==> src/swa_pkg.sv <==
// Shared constants, status codes and controller/datapath link types for the airtime limiter.
package swa_pkg;

	localparam int unsigned NUM_BUCKETS = 64;
	localparam int unsigned SLOT_MS     = 1000;
	localparam int unsigned WINDOW_US   = 32'd64000000;

	localparam int unsigned TIME_W   = 48;
	localparam int unsigned COST_W   = 32;
	localparam int unsigned TOTAL_W  = 40;
	localparam int unsigned STATUS_W = 3;
	localparam int unsigned WAIT_W   = 16;

	localparam int unsigned IDX_W     = $clog2(NUM_BUCKETS);
	localparam int unsigned CNT_W     = $clog2(NUM_BUCKETS + 2);
	localparam int unsigned REM_W     = $clog2(SLOT_MS + 1);
	localparam int unsigned KMS_W     = $clog2(NUM_BUCKETS * SLOT_MS + 1);

	// Slot divider: the timestamp is split into 16-bit digits, each divided by the slot
	// length through a reciprocal multiply, exact for partial remainders below SLOT_MS * 2^16.
	localparam int unsigned DIG_W       = 16;
	localparam int unsigned NUM_DIGITS  = TIME_W / DIG_W;
	localparam int unsigned PART_W      = REM_W + DIG_W;
	localparam int unsigned RECIP_SHIFT = 36;
	localparam longint unsigned RECIP   =
		((64'd1 << RECIP_SHIFT) + 64'(SLOT_MS) - 64'd1) / 64'(SLOT_MS);
	localparam int unsigned RECIP_W     = $clog2(RECIP + 1);
	localparam int unsigned PROD_W      = PART_W + RECIP_W;
	localparam int unsigned DIV_CNT_W   = $clog2(NUM_DIGITS + 1);

	typedef enum logic [STATUS_W-1:0] {
		ST_ADMIT     = 3'd0,
		ST_INVALID   = 3'd1,
		ST_TOO_LARGE = 3'd2,
		ST_RETRY     = 3'd3,
		ST_OVERFLOW  = 3'd4
	} status_t;

	typedef struct packed {
		logic load;
		logic div_start;
		logic epoch;
		logic walk;
		logic search_start;
		logic adm_rd;
		logic adm_wr;
	} dp_cmd_t;

	typedef struct packed {
		logic invalid;
		logic too_large;
		logic div_busy;
		logic restart;
		logic far;
		logic fits;
		logic walk_done;
		logic found;
	} dp_stat_t;

endpackage

==> src/sliding_window_airtime_admission.sv <==
// Top level of the sliding-window airtime admission block: controller, datapath, result register.
// An invalid or too-large word goes straight to the result. Any other word waits on the slot
// divider, expires the slots passed since the epoch (none on restart or a jump of a ring or
// more), then is admitted or searches ahead: to the freeing slot on retry, all 64 on overflow.
// One word in flight; the next is taken as its result appears.
// Reset clears the budget, bucket valid bits, window total, epoch and started flag at once.
module sliding_window_airtime_admission (
	input  logic                          clk,
	input  logic                          arst_n,
	input  logic                          cfg_wr_en,
	input  logic [swa_pkg::COST_W-1:0]    cfg_wr_data,
	input  logic                          in_valid,
	output logic                          in_stall,
	input  logic [swa_pkg::TIME_W-1:0]    time_now_ms,
	input  logic [swa_pkg::COST_W-1:0]    request_cost_us,
	output logic                          out_valid,
	input  logic                          out_stall,
	output logic [swa_pkg::STATUS_W-1:0]  status,
	output logic [swa_pkg::WAIT_W-1:0]    wait_time_ms
);

	swa_pkg::dp_cmd_t  cmd;
	swa_pkg::dp_stat_t stat;
	swa_pkg::status_t  res_code;
	logic              emit;
	logic              out_free;
	logic [swa_pkg::WAIT_W-1:0] dp_wait;

	logic                         out_valid_q;
	logic [swa_pkg::STATUS_W-1:0] status_q;
	logic [swa_pkg::WAIT_W-1:0]   wait_q;

	// The output register frees up when its word is taken, so a finished
	// result can be handed over in the same cycle the previous one leaves.
	assign out_free = !out_valid_q || !out_stall;

	swa_ctrl u_ctrl (
		.clk      (clk),
		.arst_n   (arst_n),
		.in_valid (in_valid),
		.in_stall (in_stall),
		.out_free (out_free),
		.emit     (emit),
		.res_code (res_code),
		.cmd      (cmd),
		.stat     (stat)
	);

	swa_dp u_dp (
		.clk             (clk),
		.arst_n          (arst_n),
		.cfg_wr_en       (cfg_wr_en),
		.cfg_wr_data     (cfg_wr_data),
		.time_now_ms     (time_now_ms),
		.request_cost_us (request_cost_us),
		.cmd             (cmd),
		.stat            (stat),
		.wait_time       (dp_wait)
	);

	// Hold the result word until the consumer takes it.
	always_ff @(posedge clk or negedge arst_n) begin
		if (!arst_n) begin
			out_valid_q <= 1'b0;
		end else if (emit) begin
			out_valid_q <= 1'b1;
		end else if (!out_stall) begin
			out_valid_q <= 1'b0;
		end
	end

	// The wait is only meaningful for a retry; zero it otherwise.
	always_ff @(posedge clk) begin
		if (emit) begin
			status_q <= res_code;
			wait_q   <= (res_code == swa_pkg::ST_RETRY) ? dp_wait : '0;
		end
	end

	assign out_valid    = out_valid_q;
	assign status       = status_q;
	assign wait_time_ms = wait_q;

endmodule

==> src/swa_div.sv <==
// Slot divider: timestamp by slot length, one 16-bit digit at a time by reciprocal multiply.
module swa_div (
	input  logic                        clk,
	input  logic                        arst_n,
	input  logic                        start,
	input  logic [swa_pkg::TIME_W-1:0]  dividend,
	output logic                        busy,
	output logic [swa_pkg::TIME_W-1:0]  quot,
	output logic [swa_pkg::REM_W-1:0]   rem,
	output logic [swa_pkg::IDX_W-1:0]   idx
);

	logic [swa_pkg::TIME_W-1:0]    num_q;
	logic [swa_pkg::TIME_W-1:0]    quot_q;
	logic [swa_pkg::REM_W-1:0]     rem_q;
	logic [swa_pkg::DIG_W-1:0]     qdig_q;
	logic [swa_pkg::DIV_CNT_W-1:0] steps_q;
	logic                          phase_q;
	logic                          busy_q;

	logic [swa_pkg::PART_W-1:0] part;
	logic [swa_pkg::PROD_W-1:0] prod;
	logic [swa_pkg::DIG_W-1:0]  qdig;
	logic [swa_pkg::PART_W-1:0] back;
	logic [swa_pkg::REM_W-1:0]  rem_nx;

	always_comb begin
		part   = {rem_q, num_q[swa_pkg::TIME_W-1 -: swa_pkg::DIG_W]};
		// first phase of a digit: quotient digit from the reciprocal
		prod   = swa_pkg::PROD_W'(part) * swa_pkg::PROD_W'(swa_pkg::RECIP);
		qdig   = prod[swa_pkg::RECIP_SHIFT +: swa_pkg::DIG_W];
		// second phase: remainder carried into the next digit
		back   = swa_pkg::PART_W'(qdig_q) * swa_pkg::PART_W'(swa_pkg::SLOT_MS);
		rem_nx = swa_pkg::REM_W'(part - back);
	end

	always_ff @(posedge clk or negedge arst_n) begin
		if (!arst_n) begin
			busy_q  <= 1'b0;
			steps_q <= '0;
			phase_q <= 1'b0;
		end else if (start) begin
			busy_q  <= 1'b1;
			steps_q <= swa_pkg::DIV_CNT_W'(swa_pkg::NUM_DIGITS);
			phase_q <= 1'b0;
		end else if (busy_q) begin
			phase_q <= !phase_q;
			if (phase_q) begin
				busy_q  <= steps_q != swa_pkg::DIV_CNT_W'(1);
				steps_q <= steps_q - 1'b1;
			end
		end
	end

	always_ff @(posedge clk) begin
		if (start) begin
			num_q  <= dividend;
			quot_q <= '0;
			rem_q  <= '0;
		end else if (busy_q) begin
			if (!phase_q) begin
				qdig_q <= qdig;
			end else begin
				num_q  <= {num_q[swa_pkg::TIME_W-swa_pkg::DIG_W-1:0], {swa_pkg::DIG_W{1'b0}}};
				quot_q <= {quot_q[swa_pkg::TIME_W-swa_pkg::DIG_W-1:0], qdig_q};
				rem_q  <= rem_nx;
			end
		end
	end

	assign busy = busy_q;
	assign quot = quot_q;
	assign rem  = rem_q;
	// the ring size is a power of two, so the low quotient bits pick the bucket
	assign idx  = quot_q[swa_pkg::IDX_W-1:0];

endmodule

==> src/swa_dp.sv <==
// Datapath: budget register, bucket memory, window total, expiry and wait-search walk.
module swa_dp (
	input  logic                         clk,
	input  logic                         arst_n,
	input  logic                         cfg_wr_en,
	input  logic [swa_pkg::COST_W-1:0]   cfg_wr_data,
	input  logic [swa_pkg::TIME_W-1:0]   time_now_ms,
	input  logic [swa_pkg::COST_W-1:0]   request_cost_us,
	input  swa_pkg::dp_cmd_t             cmd,
	output swa_pkg::dp_stat_t            stat,
	output logic [swa_pkg::WAIT_W-1:0]   wait_time
);

	logic [swa_pkg::COST_W-1:0]  budget_q;
	logic [swa_pkg::TIME_W-1:0]  now_q;
	logic [swa_pkg::COST_W-1:0]  cost_q;
	logic [swa_pkg::TIME_W-1:0]  epoch_q;
	logic [swa_pkg::IDX_W-1:0]   epoch_idx_q;
	logic                        started_q;
	logic [swa_pkg::TOTAL_W-1:0] total_q;
	logic [swa_pkg::NUM_BUCKETS-1:0] valid_q;

	logic [swa_pkg::COST_W-1:0]  mem [swa_pkg::NUM_BUCKETS];
	logic [swa_pkg::COST_W-1:0]  bkt_data_s1;
	logic                        bkt_vld_s1;
	logic                        walk_pend_s1;

	logic [swa_pkg::IDX_W-1:0]   ptr_q;
	logic [swa_pkg::CNT_W-1:0]   cnt_q;
	logic [swa_pkg::CNT_W-1:0]   limit_q;
	logic                        walk_expire_q;
	logic [swa_pkg::TOTAL_W-1:0] left_q;
	logic                        neg_q;
	logic                        found_q;
	logic [swa_pkg::KMS_W-1:0]   kms_q;
	logic [swa_pkg::WAIT_W-1:0]  wait_q;

	logic                        div_busy;
	logic [swa_pkg::TIME_W-1:0]  slot;
	logic [swa_pkg::REM_W-1:0]   slot_rem;
	logic [swa_pkg::IDX_W-1:0]   slot_idx;

	logic [swa_pkg::COST_W-1:0]  bucket_val;
	logic [swa_pkg::COST_W-1:0]  room;
	logic [swa_pkg::TIME_W-1:0]  gap;
	logic                        walk_issue;
	logic                        rd_en;
	logic [swa_pkg::IDX_W-1:0]   rd_addr;
	logic [swa_pkg::TOTAL_W-1:0] left_diff;
	logic                        left_borrow;
	logic [swa_pkg::KMS_W-1:0]   wait_raw;
	logic [swa_pkg::WAIT_W-1:0]  wait_sat;

	function automatic logic [swa_pkg::IDX_W-1:0] idx_inc(input logic [swa_pkg::IDX_W-1:0] i);
		return (i == swa_pkg::IDX_W'(swa_pkg::NUM_BUCKETS - 1)) ? '0 : i + 1'b1;
	endfunction

	swa_div u_div (
		.clk      (clk),
		.arst_n   (arst_n),
		.start    (cmd.div_start),
		.dividend (now_q),
		.busy     (div_busy),
		.quot     (slot),
		.rem      (slot_rem),
		.idx      (slot_idx)
	);

	always_comb begin
		bucket_val = bkt_vld_s1 ? bkt_data_s1 : '0;
		room       = budget_q - cost_q;
		gap        = slot - epoch_q;
		walk_issue = cmd.walk && (cnt_q <= limit_q);
		rd_en      = cmd.adm_rd || walk_issue;
		rd_addr    = cmd.adm_rd ? slot_idx : ptr_q;
		{left_borrow, left_diff} = {1'b0, left_q} - {1'b0, swa_pkg::TOTAL_W'(bucket_val)};
		wait_raw   = kms_q - swa_pkg::KMS_W'(slot_rem);
		if (32'(wait_raw) > 32'hFFFF) begin
			wait_sat = '1;
		end else begin
			wait_sat = swa_pkg::WAIT_W'(wait_raw);
		end

		stat.invalid   = (budget_q == '0) || (cost_q == '0) ||
		                 (budget_q > swa_pkg::COST_W'(swa_pkg::WINDOW_US));
		stat.too_large = cost_q > budget_q;
		stat.div_busy  = div_busy;
		stat.restart   = !started_q || (slot < epoch_q);
		stat.far       = gap >= swa_pkg::TIME_W'(swa_pkg::NUM_BUCKETS);
		stat.fits      = total_q <= swa_pkg::TOTAL_W'(room);
		stat.walk_done = (cnt_q > limit_q) && !walk_pend_s1;
		stat.found     = found_q;
	end

	// bucket memory: one write port, one registered read port
	always_ff @(posedge clk) begin
		if (cmd.adm_wr) begin
			mem[slot_idx] <= bucket_val + cost_q;
		end
		if (rd_en) begin
			bkt_data_s1 <= mem[rd_addr];
		end
	end

	always_ff @(posedge clk) begin
		if (cmd.load) begin
			now_q  <= time_now_ms;
			cost_q <= request_cost_us;
		end
	end

	always_ff @(posedge clk or negedge arst_n) begin
		if (!arst_n) begin
			budget_q      <= '0;
			epoch_q       <= '0;
			epoch_idx_q   <= '0;
			started_q     <= 1'b0;
			total_q       <= '0;
			valid_q       <= '0;
			bkt_vld_s1    <= 1'b0;
			walk_pend_s1  <= 1'b0;
			ptr_q         <= '0;
			cnt_q         <= '0;
			limit_q       <= '0;
			walk_expire_q <= 1'b0;
			left_q        <= '0;
			neg_q         <= 1'b0;
			found_q       <= 1'b0;
			kms_q         <= '0;
			wait_q        <= '0;
		end else begin
			if (cfg_wr_en) begin
				budget_q <= cfg_wr_data;
			end
			if (rd_en) begin
				bkt_vld_s1 <= valid_q[rd_addr];
			end
			walk_pend_s1 <= walk_issue;

			// issue side: advance the pointer, drop expired buckets
			if (walk_issue) begin
				cnt_q <= cnt_q + 1'b1;
				ptr_q <= idx_inc(ptr_q);
				if (walk_expire_q) begin
					valid_q[ptr_q] <= 1'b0;
				end
			end

			// process side: the bucket whose read was issued the cycle before
			if (walk_pend_s1) begin
				if (walk_expire_q) begin
					total_q <= total_q - swa_pkg::TOTAL_W'(bucket_val);
				end else begin
					left_q <= left_diff;
					neg_q  <= neg_q | left_borrow;
					kms_q  <= kms_q + swa_pkg::KMS_W'(swa_pkg::SLOT_MS);
					if (!found_q && !neg_q && !left_borrow &&
					    left_diff <= swa_pkg::TOTAL_W'(room)) begin
						found_q <= 1'b1;
						wait_q  <= wait_sat;
					end
				end
			end

			if (cmd.epoch) begin
				epoch_q     <= slot;
				epoch_idx_q <= slot_idx;
				started_q   <= 1'b1;
				if (stat.restart || stat.far) begin
					valid_q <= '0;
					total_q <= '0;
				end else begin
					ptr_q         <= idx_inc(epoch_idx_q);
					cnt_q         <= swa_pkg::CNT_W'(1);
					limit_q       <= swa_pkg::CNT_W'(gap);
					walk_expire_q <= 1'b1;
				end
			end

			if (cmd.search_start) begin
				ptr_q         <= idx_inc(slot_idx);
				cnt_q         <= swa_pkg::CNT_W'(1);
				limit_q       <= swa_pkg::CNT_W'(swa_pkg::NUM_BUCKETS);
				walk_expire_q <= 1'b0;
				left_q        <= total_q;
				neg_q         <= 1'b0;
				found_q       <= 1'b0;
				kms_q         <= swa_pkg::KMS_W'(swa_pkg::SLOT_MS);
			end

			if (cmd.adm_wr) begin
				valid_q[slot_idx] <= 1'b1;
				total_q           <= total_q + swa_pkg::TOTAL_W'(cost_q);
			end
		end
	end

	assign wait_time = wait_q;

	a_ring_cleared: assert property (@(posedge clk) disable iff (!arst_n)
		cmd.epoch && (stat.restart || stat.far) |=> total_q == '0 && valid_q == '0)
		else $error("ring not cleared after restart or large time jump");

	a_walk_bound: assert property (@(posedge clk) disable iff (!arst_n)
		cnt_q <= limit_q + 1'b1)
		else $error("walk issued past its limit");

	a_found_sticky: assert property (@(posedge clk) disable iff (!arst_n)
		found_q && !cmd.search_start |=> found_q)
		else $error("wait search result lost before a new search");

endmodule

==> src/swa_ctrl.sv <==
// Controller state machine: sequences check, divide, expiry, admit and wait search.
module swa_ctrl (
	input  logic               clk,
	input  logic               arst_n,
	input  logic               in_valid,
	output logic               in_stall,
	input  logic               out_free,
	output logic               emit,
	output swa_pkg::status_t   res_code,
	output swa_pkg::dp_cmd_t   cmd,
	input  swa_pkg::dp_stat_t  stat
);

	typedef enum logic [3:0] {
		S_IDLE,
		S_CHECK,
		S_DIVIDE,
		S_EPOCH,
		S_EXPIRE,
		S_ROOM,
		S_ADM_RD,
		S_ADM_WR,
		S_SEARCH,
		S_FINISH
	} state_t;

	state_t           state_q;
	swa_pkg::status_t res_code_q;

	always_comb begin
		in_stall         = state_q != S_IDLE;
		emit             = (state_q == S_FINISH) && out_free;
		cmd.load         = (state_q == S_IDLE) && in_valid;
		cmd.div_start    = (state_q == S_CHECK) && !stat.invalid && !stat.too_large;
		cmd.epoch        = state_q == S_EPOCH;
		cmd.walk         = (state_q == S_EXPIRE) || (state_q == S_SEARCH);
		cmd.search_start = (state_q == S_ROOM) && !stat.fits;
		cmd.adm_rd       = state_q == S_ADM_RD;
		cmd.adm_wr       = state_q == S_ADM_WR;
	end

	always_ff @(posedge clk or negedge arst_n) begin
		if (!arst_n) begin
			state_q    <= S_IDLE;
			res_code_q <= swa_pkg::ST_ADMIT;
		end else begin
			case (state_q)
				S_IDLE: begin
					if (in_valid) state_q <= S_CHECK;
				end
				S_CHECK: begin
					if (stat.invalid) begin
						res_code_q <= swa_pkg::ST_INVALID;
						state_q    <= S_FINISH;
					end else if (stat.too_large) begin
						res_code_q <= swa_pkg::ST_TOO_LARGE;
						state_q    <= S_FINISH;
					end else begin
						state_q <= S_DIVIDE;
					end
				end
				S_DIVIDE: begin
					if (!stat.div_busy) state_q <= S_EPOCH;
				end
				S_EPOCH: begin
					if (stat.restart || stat.far) state_q <= S_ROOM;
					else state_q <= S_EXPIRE;
				end
				S_EXPIRE: begin
					if (stat.walk_done) state_q <= S_ROOM;
				end
				S_ROOM: begin
					if (stat.fits) state_q <= S_ADM_RD;
					else state_q <= S_SEARCH;
				end
				S_ADM_RD: begin
					state_q <= S_ADM_WR;
				end
				S_ADM_WR: begin
					res_code_q <= swa_pkg::ST_ADMIT;
					state_q    <= S_FINISH;
				end
				S_SEARCH: begin
					if (stat.found) begin
						res_code_q <= swa_pkg::ST_RETRY;
						state_q    <= S_FINISH;
					end else if (stat.walk_done) begin
						res_code_q <= swa_pkg::ST_OVERFLOW;
						state_q    <= S_FINISH;
					end
				end
				S_FINISH: begin
					if (out_free) state_q <= S_IDLE;
				end
				default: begin
					state_q <= S_IDLE;
				end
			endcase
		end
	end

	assign res_code = res_code_q;

	a_accept_to_check: assert property (@(posedge clk) disable iff (!arst_n)
		in_valid && !in_stall |=> state_q == S_CHECK)
		else $error("accepted word not taken into check");

	a_emit_to_idle: assert property (@(posedge clk) disable iff (!arst_n)
		emit |=> state_q == S_IDLE)
		else $error("controller did not return to idle after handing over a result");

	a_found_retry: assert property (@(posedge clk) disable iff (!arst_n)
		state_q == S_SEARCH && stat.found |=>
		state_q == S_FINISH && res_code_q == swa_pkg::ST_RETRY)
		else $error("wait search hit not reported as retry");

endmodule

==> config.mk <==
export PLATFORM = sky130hd
export DESIGN_NAME = sliding_window_airtime_admission
export DESIGN_NICKNAME = d
export VERILOG_FILES = /design/src/swa_pkg.sv /design/src/sliding_window_airtime_admission.sv /design/src/swa_div.sv /design/src/swa_dp.sv /design/src/swa_ctrl.sv
export SDC_FILE = /design/constraint.sdc
export NUM_CORES = 2
export LEC_CHECK = 0
export BUFFER_PORTS_ARGS = -buffer_cell sky130_fd_sc_hd__buf_2
export CORE_MARGIN = 2
export CORE_UTILIZATION = 60
export CTS_CLUSTER_DIAMETER = 60
export DETAILED_ROUTE_END_ITERATION = 7
export PLACE_DENSITY = 0.76
export SLEW_MARGIN = 30
export SYNTH_ARGS = -nofsm -noshare
export SYNTH_HDL_FRONTEND = slang
export SYNTH_SLANG_ARGS = --single-unit
==> constraint.sdc <==
create_clock -name clk -period 8.3 [get_ports clk]
set_clock_uncertainty 0.05 [all_clocks]
set_input_delay 0.83 -clock clk [delete_from_list [all_inputs] [get_ports clk]]
set_output_delay 0.83 -clock clk [all_outputs]
set_load 0.02 [all_outputs]
# Yosys cells after proc, flatten, opt, wreduce, memory -nomap -nowiden
# Memories as Yosys holds them, arrays and structs flattened. A register that Yosys moved wholly into a read port is not among the register bits.
# Cells that the tools add are included.
dict set report word_totals {
  out_inout_bits 21
  ram_bits 2048
  ff_bits 521
  mem_count 1
}
# memory depth width read_ports rd_ports_with_merged_regs wr line
set mem_list {}
lappend mem_list {u_dp.mem 64 32 1 1 1 swa_dp.sv:23} ;# logic [swa_pkg::COST_W-1:0] mem [swa_pkg::NUM_BUCKETS];
dict set report op_classes {
  n_addsub 14
  bitwise_logic 7
  reduce_logical 49
  magnitude_cmp 13
  n_eq_ne 23
  mux 79
  n_mul 2
}
# cell n
set op_table {}
lappend op_table {{2-to-1 mux 40 bit} 8}
lappend op_table {{2-to-1 mux 64 bit} 5}
lappend op_table {{2-to-1 mux 48 bit} 3}
lappend op_table {{less-or-equal comparator 40 x 32 -> 1 bit} 2}
lappend op_table {{AND 64 bit} 1}
lappend op_table {{logical NOT 32 bit} 2}
lappend op_table {{NOT 64 bit} 1}
lappend op_table {{OR 64 bit} 1}
lappend op_table {{multiplier 26 x 27 -> 52 bit, second input constant} 1}
lappend op_table {{2-to-1 mux 7 bit} 7}
lappend op_table {{>= comparator 48 x 7 -> 1 bit, second input constant} 1}
lappend op_table {{< comparator 48 bit} 1}
lappend op_table {{2-to-1 mux 16 bit} 3}
lappend op_table {{2-to-1 mux 6 bit} 8}
lappend op_table {{subtractor 48 bit} 1}
lappend op_table {{subtractor 40 x 32 -> 41 bit} 1}
lappend op_table {{adder 40 x 32 -> 40 bit} 1}
lappend op_table {{one-hot mux 4 bit (10 select lines)} 1}
lappend op_table {{subtractor 40 x 32 -> 40 bit} 1}
lappend op_table {{2-to-1 mux 4 bit} 9}
lappend op_table {{adder 32 bit} 1}
lappend op_table {{> comparator 32 x 26 -> 1 bit, second input constant} 1}
lappend op_table {{> comparator 32 bit} 1}
lappend op_table {{2-to-1 mux 32 bit} 1}
lappend op_table {{other kinds (40)} 125}

# Longest topological paths before layout
dict set report logic_depth {
  ltp_word 12
  depth_mapped 30
}

# Cells and area by module
# Synthesis repeated with hierarchy kept, for this count alone.
dict set report unflattened {
  cells_unflattened 8281
  hier_area_um2 124229.1
}
# module area_per_inst_um2 seq_area_each_um2 cells_each instances
set by_module_without_submodules {}
lappend by_module_without_submodules {swa_dp 107710.8 71994.0 6780 1}
lappend by_module_without_submodules {swa_div 15173.3 3183.1 1393 1}
lappend by_module_without_submodules {sliding_window_airtime_admission 798.3 595.6 41 1}
lappend by_module_without_submodules {swa_ctrl 546.8 175.2 67 1}

# Worst setup path before layout
# OpenSTA, ideal clock, no wires.
dict set report synth_path {
  path_type {reg-to-reg}
  startpoint {register u_dp.u_div.num_q[47] in the netlist's numbering}
  endpoint {register u_dp.u_div.qdig_q[15] in the netlist's numbering, data pin}
  path_stages_with_launch 28
  slack_ns 1.148
  arrival_time_ns 6.843
  t_required_ns 7.990
  n_path_buf 0
  synth_period_minus_slack_ns 7.152
  path_cell_list {edfxtp_1 inv_1 ha_1 fa_1 inv_1 fa_1 inv_1 fa_1 inv_1 fa_1 fa_1 inv_1 fa_1 inv_1 ha_1 nand2_1 nor2_1 and3_1 and3_1 a21oi_1 o211ai_1 a221oi_1 a2111oi_0 o211ai_1 a211oi_1 o21ai_0 nor2b_1 xnor2_1}
}
dict set report synth_between {
  elab_chain_len 1
}
# element line
set synth_rtl {}
lappend synth_rtl {{from (decl)} swa_div.sv:13} ;# logic [swa_pkg::TIME_W-1:0] num_q;
lappend synth_rtl {{from (signal assigned)} swa_div.sv:57} ;# num_q <= dividend;
lappend synth_rtl {{from (signal assigned)} swa_div.sv:64} ;# num_q <= {num_q[swa_pkg::TIME_W-swa_pkg::DIG_W-1:0], {swa_pkg::DIG_W{1'b0}}};
lappend synth_rtl {{multiplier 26 x 27 -> 52 bit} swa_div.sv:30} ;# prod = swa_pkg::PROD_W'(part) * swa_pkg::PROD_W'(swa_pkg::RECIP);
lappend synth_rtl {{via u_dp.u_div.prod, one bit} swa_div.sv:22} ;# logic [swa_pkg::PROD_W-1:0] prod;
lappend synth_rtl {{to (signal assigned)} swa_div.sv:62} ;# qdig_q <= qdig;
lappend synth_rtl {{to (decl)} swa_div.sv:16} ;# logic [swa_pkg::DIG_W-1:0] qdig_q;
# The timed path passes the listed nets, and every way through them passes these cells.
# A chain may end at the register's enable or synchronous reset.

# Worst setup path after layout
dict set report layout_path {
  startpoint {register u_dp.u_div.rem_q, in the netlist u_dp.u_div.rem[6]}
  endpoint {register u_dp.u_div.qdig_q[15] in the netlist's numbering, data pin}
}
dict set report layout_between {
  elab_chain_len 1
}
# element line
set layout_rtl {}
lappend layout_rtl {{from (decl)} swa_div.sv:15} ;# logic [swa_pkg::REM_W-1:0] rem_q;
lappend layout_rtl {{from (signal assigned)} swa_div.sv:66} ;# rem_q <= rem_nx;
lappend layout_rtl {{multiplier 26 x 27 -> 52 bit} swa_div.sv:30}
lappend layout_rtl {{via u_dp.u_div.prod, one bit} swa_div.sv:22}
# The timed path passes the listed nets, and every way through them passes these cells.

==> impl_summary.md <==
Drt
The post-route DRC violation count is 0. The first detailed-routing pass ran for 6 iterations. The average vias per placed instance is 6.72. The post-detailed-route count of antenna-violating nets is 0. The detailed-route wire length per cell is about 30 um.

In this run, the number of DRC markers left after iteration 0 of detailed routing was about 10,000. The routed wire length is between 300,000 and 400,000 um. The total vias in the final route is just under 80,000.

Worst hold path
The path class of the tightest hold or removal check is in -> reg.

Global route
The via count of the first global-routing pass is around 79,000. Entering global routing, the biggest net connects 161 pins. Across every metal layer, demand over resource in global routing totals 33.4%. The total overflow left after global routing is 0.

The number of antenna violations at the first check in global routing is 14. The first global-routing pass estimated 517,000 um of wire.

Critical path
The worst setup path is captured at a register. The setup path with the least slack is of type reg -> reg. The arrival time of data at the critical path endpoint is about 8400 ps.

At the worst endpoint, the required time is between 8000 and 9000 ps. Along the worst path, the maximum fanout reaches 8. The critical path launch point type is a register.

Cells and area
The fraction of final layout cells with drive strength greater than 1 is around 17%. The most common cell after layout, fill and taps aside is sky130_fd_sc_hd__edfxtp_1. In the final layout, the multi-input gates occupy roughly 0.046 sq mm. At the end of the flow, the number of nets in the layout was ~9,700.

After filler insertion, the fill cell instance count of the layout stands at between 10,000 and 15,000. The library cells used most frequently in the layout, excluding fill and tap cells, are sky130_fd_sc_hd__edfxtp_1, sky130_fd_sc_hd__nand2_1, sky130_fd_sc_hd__inv_1. After the flow finishes, the layout carries non-filler instances totaling 11,686.

Registers take 0.0758 sq mm. Relative to the synthesized area, the layout overhead comes to 11.9%.

STA
The headroom to the max-slew limit is a little under a quarter. The sum of negative setup slack is 0 ps. The routed design could run at a clock period as short as 7790 ps.

The number of pins exceeding their max-slew limit in the final report is 0. The worst hold margin is 32.6 ps. Setup repair after global routing left no endpoint under its margin.

The hold violation total from the final report is 0. Of the available clock period, the critical path in the final layout requires a little over nine tenths. For the pin with the worst max-slew slack, the measured transition is approximately 1100 ps.

The timing-limited maximum frequency is ~130 MHz. The count of endpoints failing setup in the final report is 0.

Place
The final HPWL from detailed placement is about 210,000 um. The last weighted congestion value of the routability-driven placer is approximately 0.95. The count of placed standard cells including taps is roughly 11,000. Port buffering added 137 buffers.

Clock tree
The clock-pin transition on the worst setup and hold timing paths is 60 ps. The root buffer cell is sky130_fd_sc_hd__clkbuf_16. The total number of H-tree levels is 5. At the later pin of the worst-skew pair, clock insertion delay measures about 960 ps. Post-CTS repair changed the size of 0 cells. The count of buffers added by post-CTS timing repair for setup is 0. The TritonCTS clock tree is built. The number of hold buffers added after CTS was 26. The clock passes through at most 4 buffers. The number of clock sinks is 2,592. The number of buffers created by CTS is approximately 290.

Die
The starting density of the core is 60.2%. The chip width is approximately 460 um. The number of placement rows is 167. The die footprint is between 0.2 and 0.25 sq mm. The floorplan core area is 0.206 sq mm. Measured along the y axis, the die boundary spans about 460 um. The top-level I/O count is 138.

Synth
The synthesized cell area is about 0.12 sq mm. The mean instance size in the synthesized netlist is about 15 sq um. The number of enable flip-flop cells after synthesis is ~2,200.

When the netlist entered floorplanning its net count stood at about 9,400. In this run, distinct cell masters in the synthesized netlist total between 80 and 90. The main flop type after synthesis is sky130_fd_sc_hd__edfxtp_1. The post-synthesis instance total is around 8,500.

The sequential area share after synthesis is approximately 61%. The yosys synthesis warning count is 0. The total of flip-flops plus latches after synthesis is roughly 2,600. Counting flops with an async set or reset pin after synthesis yields a share of between 10% and 20%.

Power and ir drop
Dividing total power by cell area gives a power density of 425 mW/mm^2. The worst-case IR drop observed on VDD is 899 uV. The leakage power is between 50 and 60 nW.

Status
The run finished with clean final reports.

Run
Max-cap violations in this run came to 0.
## kinds of logic after synthesis
| kind of cell | Yosys count | share of synthesized area [%] |
|---|---|---|
| mux | 634 | 10.5 |
| xor+xnor | 232 | 1.64 |
| flops | 2592 | 61.0 |
| compound gates | 1461 | 7.59 |
| fa+ha+maj | 800 | 9.40 |
| simple gates | 1792 | 6.78 |
| buf+inv | 983 | 3.06 |
## stage by stage
stage          utilization, %  cell area [sq um]  power [mW]  setup slack, ps
5_1_grt                  67.3             139000        62.8              131
3_3_place_gp             62.7             129000        45.8              625
4_1_cts                  67.3             139000        59.0              585
2_1_floorplan               -             124000        37.6             1150
6_report                 67.3             139000        59.1              511
3_5_place_dp             62.8             130000        46.5              565
## path summary, 6_finish.rpt
kind | from | end | slack [ps] | cells past startpoint
worst max register to register | u_dp.u_div.rem[6] | u_dp.u_div.qdig_q[15] | 510 | 25
worst min-delay path | request_cost_us[14] | u_dp.cost_q[14] | 30 | 1
worst max-delay path | u_dp.u_div.rem[6] | u_dp.u_div.qdig_q[15] | 510 | 25
max in group asynchronous | arst_n | u_dp.u_div.phase_q | 6340 | 4
worst min register to register | u_dp.u_div.quot[34] | u_dp.u_div.quot[34] | 430 | 2
min in group asynchronous | arst_n | u_dp.wait_time[0] | 430 | 2
## registers in the layout (all words and copies together), names as in the netlist, 32 cells and up
| signal | count |
|---|---|
| u_dp.left_q | 40 |
| u_dp.now_q | 48 |
| u_dp.budget_q | 32 |
| u_dp.u_div.num_q | 48 |
| u_dp.epoch_q | 43 |
| u_dp.u_div.quot | 48 |
| u_dp.valid_q | 64 |
| u_dp.total_q | 40 |
| u_dp.bkt_data_s1 | 32 |
| u_dp.mem | 2048 |
| u_dp.cost_q | 32 |
## final cells by class
| cell class | count | area share [%] |
|---|---|---|
| diodes | 5 | 0.00900 |
| clock inverters | 125 | 0.837 |
| clock buffers | 367 | 5.55 |
| multi-input cells | 4919 | 32.9 |
| flip-flops and latches | 2592 | 54.5 |
| well taps | 2704 | 2.43 |
| repair buffers | 390 | 2.18 |
| inverters | 584 | 1.58 |
## power by group
| part | switching, mW | total (mW) | internal (mW) | leakage (nW) |
|---|---|---|---|---|
| Sequential | 0.571 | 16.4 | 15.8 | 24.6 |
| Clock | 5.11 | 12.2 | 7.13 | 4.32 |
| Combinational | 18.2 | 30.5 | 12.3 | 22.7 |
## critical path, cell delays in order, from the launching register on
cell and delay (ps):
sky130_fd_sc_hd__dfxtp_1 510, sky130_fd_sc_hd__inv_1 200, sky130_fd_sc_hd__fa_1 530, sky130_fd_sc_hd__inv_1 60
sky130_fd_sc_hd__fa_1 540, sky130_fd_sc_hd__fa_1 440, sky130_fd_sc_hd__fa_1 540, sky130_fd_sc_hd__fa_1 440
sky130_fd_sc_hd__fa_1 490, sky130_fd_sc_hd__inv_1 50, sky130_fd_sc_hd__fa_1 480, sky130_fd_sc_hd__inv_1 40
sky130_fd_sc_hd__ha_1 300, sky130_fd_sc_hd__nand2_1 60, sky130_fd_sc_hd__nor2_1 140, sky130_fd_sc_hd__and3_1 190
sky130_fd_sc_hd__and3_1 150, sky130_fd_sc_hd__a21oi_1 80, sky130_fd_sc_hd__o211ai_1 350, sky130_fd_sc_hd__a221oi_1 230
sky130_fd_sc_hd__a2111oi_0 670, sky130_fd_sc_hd__o211ai_1 240, sky130_fd_sc_hd__a211oi_1 320, sky130_fd_sc_hd__o21ai_0 160
sky130_fd_sc_hd__nor2b_1 160, sky130_fd_sc_hd__xnor2_1 120
## cell usage after synthesis (54+ instances only)
cell	number	area share [%]
sky130_fd_sc_hd__a311oi_1	103	0.73
sky130_fd_sc_hd__nand2b_1	61	0.31
sky130_fd_sc_hd__xnor2_1	132	0.93
sky130_fd_sc_hd__a211oi_1	151	0.91
sky130_fd_sc_hd__and2_1	169	0.85
sky130_fd_sc_hd__inv_1	584	1.8
sky130_fd_sc_hd__o22ai_1	90	0.45
sky130_fd_sc_hd__xor2_1	100	0.70
sky130_fd_sc_hd__ha_1	578	5.8
sky130_fd_sc_hd__nand2_1	723	2.2
sky130_fd_sc_hd__nand4_1	54	0.27
sky130_fd_sc_hd__buf_2	76	0.31
sky130_fd_sc_hd__dfrtp_1	291	5.9
sky130_fd_sc_hd__a31oi_1	89	0.45
sky130_fd_sc_hd__mux2_2	90	0.82
sky130_fd_sc_hd__fa_1	222	3.6
sky130_fd_sc_hd__clkbuf_1	299	0.90
sky130_fd_sc_hd__nor2_1	324	0.98
sky130_fd_sc_hd__a21oi_1	370	1.5
sky130_fd_sc_hd__dfxtp_1	58	0.93
sky130_fd_sc_hd__nand3_1	135	0.54
sky130_fd_sc_hd__o21ai_0	278	1.1
sky130_fd_sc_hd__nor3_1	98	0.39
sky130_fd_sc_hd__a21o_1	143	0.86
sky130_fd_sc_hd__edfxtp_1	2243	54
sky130_fd_sc_hd__mux4_2	528	9.6
## metal layers
metal	up-vias	wire length, um	GRT usage, %
li1	32858	-	-
met1	39558	134000	46.4
met2	5158	161000	51.1
met3	922	38500	7.17
met4	4	18100	15.7
met5	-	25	0
No activity file was read; power rests on OpenSTA's default activity.
